File: src/hdl/sis_pkg.sv
// Package for the sorted index set: sizes, opcodes, status codes and beat types.
// Depends on nothing; used by every module of the block.
package sis_pkg;

   localparam int CAPACITY = 32;
   localparam int VALUE_W  = 32;
   localparam int COUNT_W  = $clog2(CAPACITY + 1);

   // Opcodes of a request beat.
   localparam logic [2:0] OP_INSERT        = 3'd0;
   localparam logic [2:0] OP_INSERT_UNIQUE = 3'd1;
   localparam logic [2:0] OP_REMOVE        = 3'd2;
   localparam logic [2:0] OP_CONTAINS      = 3'd3;
   localparam logic [2:0] OP_CLEAR         = 3'd4;

   // Status codes of a response beat.
   localparam logic [1:0] ST_DONE      = 2'd0;
   localparam logic [1:0] ST_DUPLICATE = 2'd1;
   localparam logic [1:0] ST_NOT_FOUND = 2'd2;
   localparam logic [1:0] ST_FULL      = 2'd3;

   typedef struct packed {
      logic [2:0]         opcode;
      logic [VALUE_W-1:0] index_value;
   } req_type;

   typedef struct packed {
      logic [1:0] status;
      logic       found;
      logic [5:0] entry_count;
   } rsp_type;

   // Commands broadcast from the controller to every cell of the row.
   typedef struct packed {
      logic search;       // compare the held entry against the key
      logic ins_after;    // insert the key after all equal entries
      logic ins_before;   // insert the key before all equal entries
      logic remove;       // remove the first equal entry, close the gap
      logic clear;        // mark every cell empty
   } cell_ctrl_type;

endpackage

File: src/hdl/sis_cell.sv
// One cell of the sorted row: holds a single entry, its occupied flag and the
// compare flags of the last search. Depends on sis_pkg.
module sis_cell (
   input  logic                        clock,
   input  logic                        reset,
   input  sis_pkg::cell_ctrl_type      ctrl,
   input  logic [sis_pkg::VALUE_W-1:0] key,
   input  logic [sis_pkg::VALUE_W-1:0] prev_value,
   input  logic                        prev_occ,
   input  logic                        prev_before,
   input  logic [sis_pkg::VALUE_W-1:0] next_value,
   input  logic                        next_occ,
   output logic [sis_pkg::VALUE_W-1:0] value,
   output logic                        occ,
   output logic                        eq,
   output logic                        keep_place
);
   import sis_pkg::*;

   logic [VALUE_W-1:0] value_ff, value_in;
   logic               occ_ff, occ_in;
   logic               lt_ff, eq_ff;

   assign value = value_ff;
   assign occ   = occ_ff;
   assign eq    = eq_ff;

   // The insertion point lies after this cell when this cell stays in place.
   assign keep_place = ctrl.ins_after ? (lt_ff | eq_ff) : lt_ff;

   // Search phase: register where this entry sits relative to the key.
   always_ff @(posedge clock) begin
      if (ctrl.search) begin
         lt_ff <= occ_ff && (value_ff < key);
         eq_ff <= occ_ff && (value_ff == key);
      end
   end

   // Apply phase: keep, take the key, or take a neighbour's entry.
   always_comb begin
      value_in = value_ff;
      occ_in   = occ_ff;
      if (ctrl.clear) begin
         occ_in = 1'b0;
      end else if (ctrl.ins_after || ctrl.ins_before) begin
         if (!prev_before) begin
            value_in = prev_value;
            occ_in   = prev_occ;
         end else if (!keep_place) begin
            value_in = key;
            occ_in   = 1'b1;
         end
      end else if (ctrl.remove) begin
         if (!lt_ff) begin
            value_in = next_value;
            occ_in   = next_occ;
         end
      end
   end

   always_ff @(posedge clock) begin
      value_ff <= value_in;
      if (reset) begin
         occ_ff <= 1'b0;
      end else begin
         occ_ff <= occ_in;
      end
   end

endmodule

File: src/hdl/sorted_index_set_top.sv
// Sorted index set: a row of compare-and-shift cells under a small controller.
// A request beat is accepted into the search phase, where the search flags are registered; in the
// apply phase the table is changed and the response registered, once the response register is free.
// A new request is taken in the apply cycle whenever the response register is free.
// Reset empties the table and the response register; no clearing pass is needed.
module sorted_index_set_top (
   input  logic             clock,
   input  logic             reset,
   input  logic             req_valid,
   output logic             req_ready,
   input  sis_pkg::req_type req_data,
   output logic             rsp_valid,
   input  logic             rsp_ready,
   output sis_pkg::rsp_type rsp_data
);
   import sis_pkg::*;

   typedef enum logic [2:0] {
      PH_IDLE   = 3'b001,
      PH_SEARCH = 3'b010,
      PH_APPLY  = 3'b100
   } phase_type;

   phase_type          phase_ff, phase_in;
   logic [2:0]         op_ff;
   logic [VALUE_W-1:0] key_ff;
   logic [COUNT_W-1:0] count_ff, count_in;
   logic               rsp_valid_ff;
   rsp_type            rsp_ff, rsp_in;
   cell_ctrl_type      ctrl;

   logic [VALUE_W-1:0] cell_value  [CAPACITY];
   logic [CAPACITY-1:0] cell_occ, cell_eq, cell_before;

   logic slot_free, go, req_fire, present, full;

   assign slot_free = !rsp_valid_ff || rsp_ready;
   assign go        = (phase_ff == PH_APPLY) && slot_free;
   assign req_ready = (phase_ff == PH_IDLE) || go;
   assign req_fire  = req_valid && req_ready;
   assign present   = |cell_eq;
   assign full      = (count_ff == COUNT_W'(CAPACITY));

   assign rsp_valid = rsp_valid_ff;
   assign rsp_data  = rsp_ff;

   // Decide the operation and the response from the registered search flags.
   always_comb begin
      ctrl               = '0;
      ctrl.search        = (phase_ff == PH_SEARCH);
      count_in           = count_ff;
      rsp_in.status      = ST_DONE;
      rsp_in.found       = present;
      case (op_ff)
         OP_INSERT: begin
            if (full) begin
               rsp_in.status = ST_FULL;
            end else begin
               ctrl.ins_after = go;
               count_in       = count_ff + 1'b1;
            end
         end
         OP_INSERT_UNIQUE: begin
            if (present) begin
               rsp_in.status = ST_DUPLICATE;
            end else if (full) begin
               rsp_in.status = ST_FULL;
            end else begin
               ctrl.ins_before = go;
               count_in        = count_ff + 1'b1;
            end
         end
         OP_REMOVE: begin
            if (present) begin
               ctrl.remove = go;
               count_in    = count_ff - 1'b1;
            end else begin
               rsp_in.status = ST_NOT_FOUND;
            end
         end
         OP_CONTAINS: begin
            if (!present) begin
               rsp_in.status = ST_NOT_FOUND;
            end
         end
         OP_CLEAR: begin
            ctrl.clear   = go;
            count_in     = '0;
            rsp_in.found = 1'b0;
         end
         default: begin
            rsp_in.found = 1'b0;
         end
      endcase
      rsp_in.entry_count = 6'(count_in);
   end

   // Phase sequencing.
   always_comb begin
      phase_in = phase_ff;
      case (phase_ff)
         PH_IDLE:   if (req_fire) phase_in = PH_SEARCH;
         PH_SEARCH: phase_in = PH_APPLY;
         PH_APPLY: begin
            if (go) begin
               phase_in = req_fire ? PH_SEARCH : PH_IDLE;
            end
         end
         default:   phase_in = PH_IDLE;
      endcase
   end

   always_ff @(posedge clock) begin
      if (reset) begin
         phase_ff     <= PH_IDLE;
         count_ff     <= '0;
         rsp_valid_ff <= 1'b0;
      end else begin
         phase_ff <= phase_in;
         if (go) begin
            count_ff     <= count_in;
            rsp_valid_ff <= 1'b1;
         end else if (rsp_ready) begin
            rsp_valid_ff <= 1'b0;
         end
      end
   end

   // Request and response payload registers.
   always_ff @(posedge clock) begin
      if (req_fire) begin
         op_ff  <= req_data.opcode;
         key_ff <= req_data.index_value;
      end
      if (go) begin
         rsp_ff <= rsp_in;
      end
   end

   // The row of cells, each linked to its neighbours; the head cell takes the key from its previous side.
   for (genvar i = 0; i < CAPACITY; i++) begin : g_cell
      logic [VALUE_W-1:0] prev_value, next_value;
      logic               prev_occ, prev_before, next_occ;

      if (i == 0) begin : g_head
         assign prev_value  = key_ff;
         assign prev_occ    = 1'b1;
         assign prev_before = 1'b1;
      end else begin : g_body
         assign prev_value  = cell_value[i-1];
         assign prev_occ    = cell_occ[i-1];
         assign prev_before = cell_before[i-1];
      end

      if (i == CAPACITY - 1) begin : g_tail
         assign next_value = cell_value[i];
         assign next_occ   = 1'b0;
      end else begin : g_inner
         assign next_value = cell_value[i+1];
         assign next_occ   = cell_occ[i+1];
      end

      sis_cell u_cell (
         .clock       (clock),
         .reset       (reset),
         .ctrl        (ctrl),
         .key         (key_ff),
         .prev_value  (prev_value),
         .prev_occ    (prev_occ),
         .prev_before (prev_before),
         .next_value  (next_value),
         .next_occ    (next_occ),
         .value       (cell_value[i]),
         .occ         (cell_occ[i]),
         .eq          (cell_eq[i]),
         .keep_place  (cell_before[i])
      );
   end

endmodule

File: config.mk
export PLATFORM = sky130hd
export DESIGN_NAME = sorted_index_set_top
export DESIGN_NICKNAME = d
export VERILOG_FILES = /design/src/hdl/sis_pkg.sv /design/src/hdl/sis_cell.sv /design/src/hdl/sorted_index_set_top.sv
export SDC_FILE = /design/constraint.sdc
export NUM_CORES = 2
export LEC_CHECK = 0
export ABC_AREA = 1
export BUFFER_PORTS_ARGS = -buffer_cell sky130_fd_sc_hd__buf_2
export CORE_MARGIN = 8
export CORE_UTILIZATION = 60
export CTS_CLUSTER_DIAMETER = 100
export DETAILED_ROUTE_END_ITERATION = 10
export PLACE_DENSITY = 0.76
export SYNTH_ARGS = -nofsm -noshare
export SYNTH_HDL_FRONTEND = slang
export SYNTH_SLANG_ARGS = --single-unit
export TNS_END_PERCENT = 10
File: constraint.sdc
create_clock -name clock -period 4.5 [get_ports clock]
set_clock_uncertainty 0.15 [all_clocks]
set_input_delay 0.225 -clock clock [delete_from_list [all_inputs] [get_ports clock]]
set_output_delay 0.225 -clock clock [all_outputs]
set_load 0.02 [all_outputs]
=== Word-level counts from Yosys, hierarchy flattened ===
Cells that the tools add are included.

* Bits in registers: 1174
* Output and inout bits: 11

* Add/sub/neg operators: 2
* $lt $le $gt $ge: 32
* Equality and inequality tests: 107
* Mux-type cells: 368
* Bitwise gates (word level): 33
* Reduce and logical (&&, ||, !) cells: 142

{| class="wikitable"
|+ Operator list
! operator !! count
|-
| 32-bit two-way mux || 156
|-
| 32-bit == test || 32
|-
| 32-bit less-than comparator || 32
|-
| 1-bit two-way mux || 200
|-
| 4-bit AND reduction || 31
|-
| 3-bit AND reduction || 33
|-
| 3-bit inequality test, second input constant || 31
|-
| 2-bit inequality test, second input constant || 36
|-
| 1-bit logical AND || 66
|-
| 1-bit OR || 32
|-
| 32-bit OR reduction || 1
|-
| 6-bit one-hot mux with 4 select lines || 1
|-
| 6-bit two-way mux || 3
|-
| 3-bit by 2-bit == test with 1-bit output, second input constant || 3
|-
| 3-bit one-hot mux with 3 select lines || 1
|-
| 2-bit two-way mux || 4
|-
| 6-bit by 1-bit adder with 6-bit output, second input constant || 1
|-
| 3-bit by 1-bit == test with 1-bit output, second input constant || 2
|-
| 3-bit == test, second input constant || 2
|-
| 6-bit == test, second input constant || 1
|-
| 3-bit two-way mux || 2
|-
| 2-bit one-hot mux with 3 select lines || 1
|-
| 6-bit by 1-bit subtractor with 6-bit output, second input constant || 1
|-
| 2-bit nonzero test || 2
|-
| other kinds (7) || 10
|}

=== Depth between registers and ports, before layout ===
* Word-level depth: 9
* Gate-level depth with buffers: 16

=== Cells and area by module ===
A second synthesis with hierarchy kept.

* Cell total of the unflattened synthesis: 11041
* Area total of the unflattened synthesis: 87211.1 sq um

{| class="wikitable"
|+ Modules (own cells, without submodules)
! module !! instances !! cells each !! area each (sq um) !! seq. area each (sq um)
|-
| sis_cell (g_cell[0].u_cell ...) || 31 || 337 || 2648.8 || 1041.0
|-
| sis_cell (g_cell[2].u_cell) || 1 || 336 || 2611.3 || 1041.0
|-
| sorted_index_set_top || 1 || 258 || 2487.4 || 1521.5
|}

=== Least setup slack after synthesis ===
No wires, ideal clock.

* Path type: register to register
* From: register phase_ff[0]
* To: register phase_ff[0]
* Arrival: 3677 ps
* Required time: 4218 ps
* Slack: 541 ps
* Stages on the path, launching flop included: 7
* Buffers on the path: 0
* Period minus slack after synthesis: 3959 ps
* Path through: dfxtp_1 > inv_1 > nand2_1 > nor2_1 > nor3_1 > o21ai_0 > o211ai_1

* Cells in the longest elaborated chain, start to end: 7
* Elaborated cells between the ends (all ways): 12
* Those cells by class: eq/ne (5); mux (3); reduce/logical (4)

{| class="wikitable"
|+ RTL lines
! element !! line !! text
|-
| from (decl) || sorted_index_set_top.sv:24 || <nowiki>phase_type phase_ff, phase_in;</nowiki>
|-
| from (signal assigned) || sorted_index_set_top.sv:119 || <nowiki>phase_ff <= phase_in;</nowiki>
|-
| 3-bit == test || sorted_index_set_top.sv:38, sorted_index_set_top.sv:101 ||
|-
| 1-bit logical AND || sorted_index_set_top.sv:38 || <nowiki>assign go = (phase_ff == PH_APPLY) && slot_free;</nowiki>
|-
| 1-bit logical OR || sorted_index_set_top.sv:39 || <nowiki>assign req_ready = (phase_ff == PH_IDLE) || go;</nowiki>
|-
| 1-bit logical AND || sorted_index_set_top.sv:40 || <nowiki>assign req_fire = req_valid && req_ready;</nowiki>
|-
| 2-bit two-way mux || sorted_index_set_top.sv:106 || <nowiki>phase_in = req_fire ? PH_SEARCH : PH_IDLE;</nowiki>
|-
| 3-bit two-way mux || sorted_index_set_top.sv:105 || <nowiki>if (go) begin</nowiki>
|-
| 3-bit one-hot mux with 3 select lines || sorted_index_set_top.sv:101 || <nowiki>case (phase_ff)</nowiki>
|}

Several ways; a longest one is shown, not always the timed one. The select of a mux whose other input is x is not followed.
A chain may end at the register's enable or synchronous reset.

=== Worst setup path after layout ===
* From: register phase_ff[2]
* To: register g_cell[4].u_cell.value_ff[21] (data pin)

* Cells in the longest elaborated chain, start to end: 7
* Elaborated cells between the ends (all ways): 10
* Those cells by class: eq/ne (1); mux (7); reduce/logical (2)

{| class="wikitable"
|+ RTL lines
! element !! line !! text
|-
| 3-bit == test (*) || sorted_index_set_top.sv:38 ||
|-
| 1-bit logical AND (*) || sorted_index_set_top.sv:38 ||
|-
| 1-bit two-way mux (*) || sorted_index_set_top.sv:56, sorted_index_set_top.sv:66 ||
|-
| 1-bit two-way mux, on equally long branches || sorted_index_set_top.sv:54, sorted_index_set_top.sv:64 ||
|-
| 1-bit two-way mux, on equally long branches || sis_cell.sv:29, sorted_index_set_top.sv:54 ||
|-
| 32-bit two-way mux or 1-bit logical OR (tied branches) || sis_cell.sv:46, sis_cell.sv:45 ||
|-
| 32-bit two-way mux (*) || sis_cell.sv:45 || <nowiki>end else if (ctrl.ins_after || ctrl.ins_before) begin</nowiki>
|-
| to (signal assigned) || sis_cell.sv:62 || <nowiki>value_ff <= value_in;</nowiki>
|-
| to (decl) || sis_cell.sv:20 || <nowiki>logic [VALUE_W-1:0] value_ff, value_in;</nowiki>
|}

Mark *: on every way between the ends. The rest lies on a longest branch, timed or not.

==> results.json <==
{
  "post_drt_wl_per_cell_um": 26.0,
  "end_kind": "flip-flop",
  "worst_pin_slew_ps": 1360,
  "start_util": 0.604,
  "syn_area_sq_mm": 0.0806,
  "syn_nets": 10500,
  "hp-class": "input pin to flip-flop",
  "peakVddDrop_uv": 379,
  "switching_share": 0.266,
  "grt_pass1_wl_mm": 437,
  "final_cell_mix": "nand2_1, a21oi_1, edfxtp_1",
  "path_clk_slew_ps": 60,
  "r2r_start": "phase_ff[2]",
  "drt-pass1-iter-count": 6,
  "synth_cell_types": 46,
  "n_antenna_cell": 0,
  "cpLargestDelayFamily": "buffers and inverters",
  "power.total_mw": 26.4,
  "syn_to_final_growth_pct": 9.26,
  "fin_setup_tns_ps": 0,
  "cp.required_ps": 4870,
  "die_y_um": 382,
  "clockBufferDepth": 3,
  "drive_gt1_frac": 0.0630,
  "combPwrFrac": 0.114,
  "worstRegToRegCells": 10,
  "hold_viol": 0,
  "grt_max_degree": 162,
  "cp_num_buf_inv": 3,
  "gp_congestion": 0.979,
  "crit_chain": "nand2_1 > nor2_4 > buf_4 > nand3_4 > inv_2 > nand2_1 > nand2_1 > inv_1 > nand2_1 > a21oi_1",
  "p_int_mw": 19.4,
  "nFillCells": 10700,
  "ys_seq_elements": 1174,
  "cts_buffers": 139,
  "ant_nets": 0,
  "critPathKind": "flip-flop to flip-flop",
  "ys_async_sr_fraction": 0,
  "gr-total-overflow": 0,
  "crit_fanout": 31,
  "ioPinCount": 50,
  "fin_crit_ps": 4250,
  "p_per_area_mw_per_mm2": 300,
  "clockPowerShare": 0.434,
  "min_from": "req_data[31]",
  "p_leak_nw": 36.6,
  "max-cap-violations": 0,
  "status": "completed",
  "place_ws_ps": 412,
  "rows": 134,
  "ys_seq_area_frac": 0.432,
  "wirelength_mm": 294,
  "clk-insertion-delay-late_ps": 800,
  "worstPathArrival_ps": 4620,
  "r2r-end": "g_cell[4].u_cell.value[21]",
  "nNetsFinal": 10500,
  "p_sw_mw": 7.03,
  "clock.fmax_mhz": 236,
  "dpl.hpwl_mm": 201,
  "setup_slack_ps": 254,
  "die_area_sq_mm": 0.146,
  "fin_crit_sh": 0.944,
  "layoutNonFillerInstCount": 11300,
  "drcViolationCount": 0,
  "startpoint_type": "flip-flop",
  "cts-resized-gates": 0,
  "setup_violations": 0,
  "htree_levels": 4,
  "grt_use_total": 0.387,
  "crit_top_cell": "nand2_1",
  "slowest_stage": "inv_2",
  "synth-edff-count": 1132,
  "hold_path_end": "g_cell[0].prev_value[31]",
  "cts_sinks": 1174,
  "num_vias": 75300,
  "layout_commonest_cell": "nand2_1",
  "core_sq_mm": 0.133,
  "first_iter_violations": 12000,
  "antenna_found_initial": 4,
  "io_buffers": 49,
  "grt_pass1_vias": 71000,
  "max_stage_delay_ps": 790,
  "vias_per_cell": 6.65,
  "holdPathStages": 2,
  "reg2reg_slack_ps": 250,
  "synth-main-ff-cell": "edfxtp_1",
  "yosys_warnings": 0,
  "rsz0062_at_grt": "false",
  "die_w_um": 382,
  "slew_headroom": 0.0928,
  "dp_cells": 11000,
  "pwr-share-seq": 0.452,
  "syn_avg_cell_area_sq_um": 8.54,
  "root_buffer": "clkbuf_16",
  "synthCells": 9429,
  "cts_tree": "built",
  "finalMaxSlewViolations": 0
}
[per-stage QoR]
step,area (sq um),utilization,hold slack (ps)
floorplan,80600,-,174
global placement,82800,0.621,252
detailed placement,82800,0.621,253
CTS,88000,0.660,2.85
global route,88000,0.660,31.5
finish,88000,0.660,17.3
[worst max-delay path by stage]
| stage | start | to | slack [ps] | depth (start not counted) |
|---|---|---|---|---|
| 2_1_floorplan | phase_ff[0] | phase_ff[0] | 540 | 6 |
| 3_3_place_gp | count_ff[0] | g_cell[4].u_cell.value[6] | 480 | 12 |
| 3_5_place_dp | count_ff[0] | g_cell[6].u_cell.value[16] | 410 | 12 |
| 4_1_cts | count_ff[0] | g_cell[4].u_cell.value[21] | 370 | 12 |
| 5_1_grt | count_ff[0] | g_cell[4].u_cell.value[21] | 60 | 12 |
| 6_report | phase_ff[2] | g_cell[4].u_cell.value[21] | 250 | 10 |
[synthesized netlist by cell type, drive strengths merged (8+ instances only)]
cell type / n / area share
nand2: 1732 / 0.081
a21oi: 1500 / 0.093
o21ai: 1223 / 0.076
edfxtp: 1132 / 0.42
nor2: 1117 / 0.053
ha: 1027 / 0.16
inv: 500 / 0.023
clkbuf: 271 / 0.013
buf: 255 / 0.019
nand3: 220 / 0.014
nand4: 132 / 0.010
o211ai: 54 / 0.0050
dfxtp: 42 / 0.010
nor4: 40 / 0.0031
nor3: 36 / 0.0024
a211oi: 33 / 0.0031
nor4b: 23 / 0.0025
o21a: 23 / 0.0021
and2: 15 / 0.0012
o21bai: 13 / 0.0027
nand3b: 8 / 0.00075
[sequential cells by signal (all words and copies together), names as in the netlist]
signal               flops
g_cell.u_cell.value   1024
g_cell.prev_value       32
g_cell.u_cell.eq        32
g_cell.u_cell.lt_ff     32
g_cell.u_cell.occ       32
rsp_data                 9
count_ff                 6
op_ff                    3
phase_ff                 3
rsp_valid                1
[timing repair]
item / 4_1_cts / 5_1_grt
buffers inserted: 0 / 0
hold buffers: 73 / 0
endpoints found under the hold margin: 45 / 0
[routing by layer]
metal | part of all wire | up-vias | global-route usage
met5 | 0 | - | 0
li1 | - | 33400 | -
met4 | 0.069 | 0 | 0.220
met3 | 0.16 | 1103 | 0.116
met1 | 0.36 | 34900 | 0.526
met2 | 0.41 | 5853 | 0.550
[area by class of cell]
cell class              instances  area [sq um]  area share
clock buffers                 198          3890      0.0442
well taps                    1768          2210      0.0251
inverters                     500          1880      0.0213
multi-input cells            7229         41300       0.470
flip-flops and latches       1174         34800       0.396
repair buffers                390          3280      0.0372
clock inverters                55           591     0.00671
[worst reg2reg max path, stage by stage (launching register included)]
cell,delay [ps]
dfxtp_1,420
nand2_1,140
nor2_4,150
buf_4,300
nand3_4,300
inv_2,800
nand2_1,130
nand2_1,550
inv_1,700
nand2_1,240
a21oi_1,90
[logic make-up (layout without fill, tap and decap cells)]
logic type                 count (synthesis)  count (layout)  synth area share
DFF                                     1174            1174             0.432
xor gates and xnor gates                   5               5          0.000544
adders and majority gates               1027            1027             0.160
buffers and inverters                   1026            1143            0.0548
AOI/OAI and AO/OA                       2867            2867             0.184
and+or+nand+nor                         3330            3330             0.168
[power by group through the flow]
stage                     registers (mW)  logic [mW]  clock network, mW
after floorplan                     12.1        1.59                  0
after global placement              12.2        2.63                  0
after detailed placement            12.2        2.76                  0
after CTS                           11.9        2.83               11.4
after global routing                11.9        3.21               11.8
final                               11.9        3.02               11.5
Power figures use the tool's default switching activity.
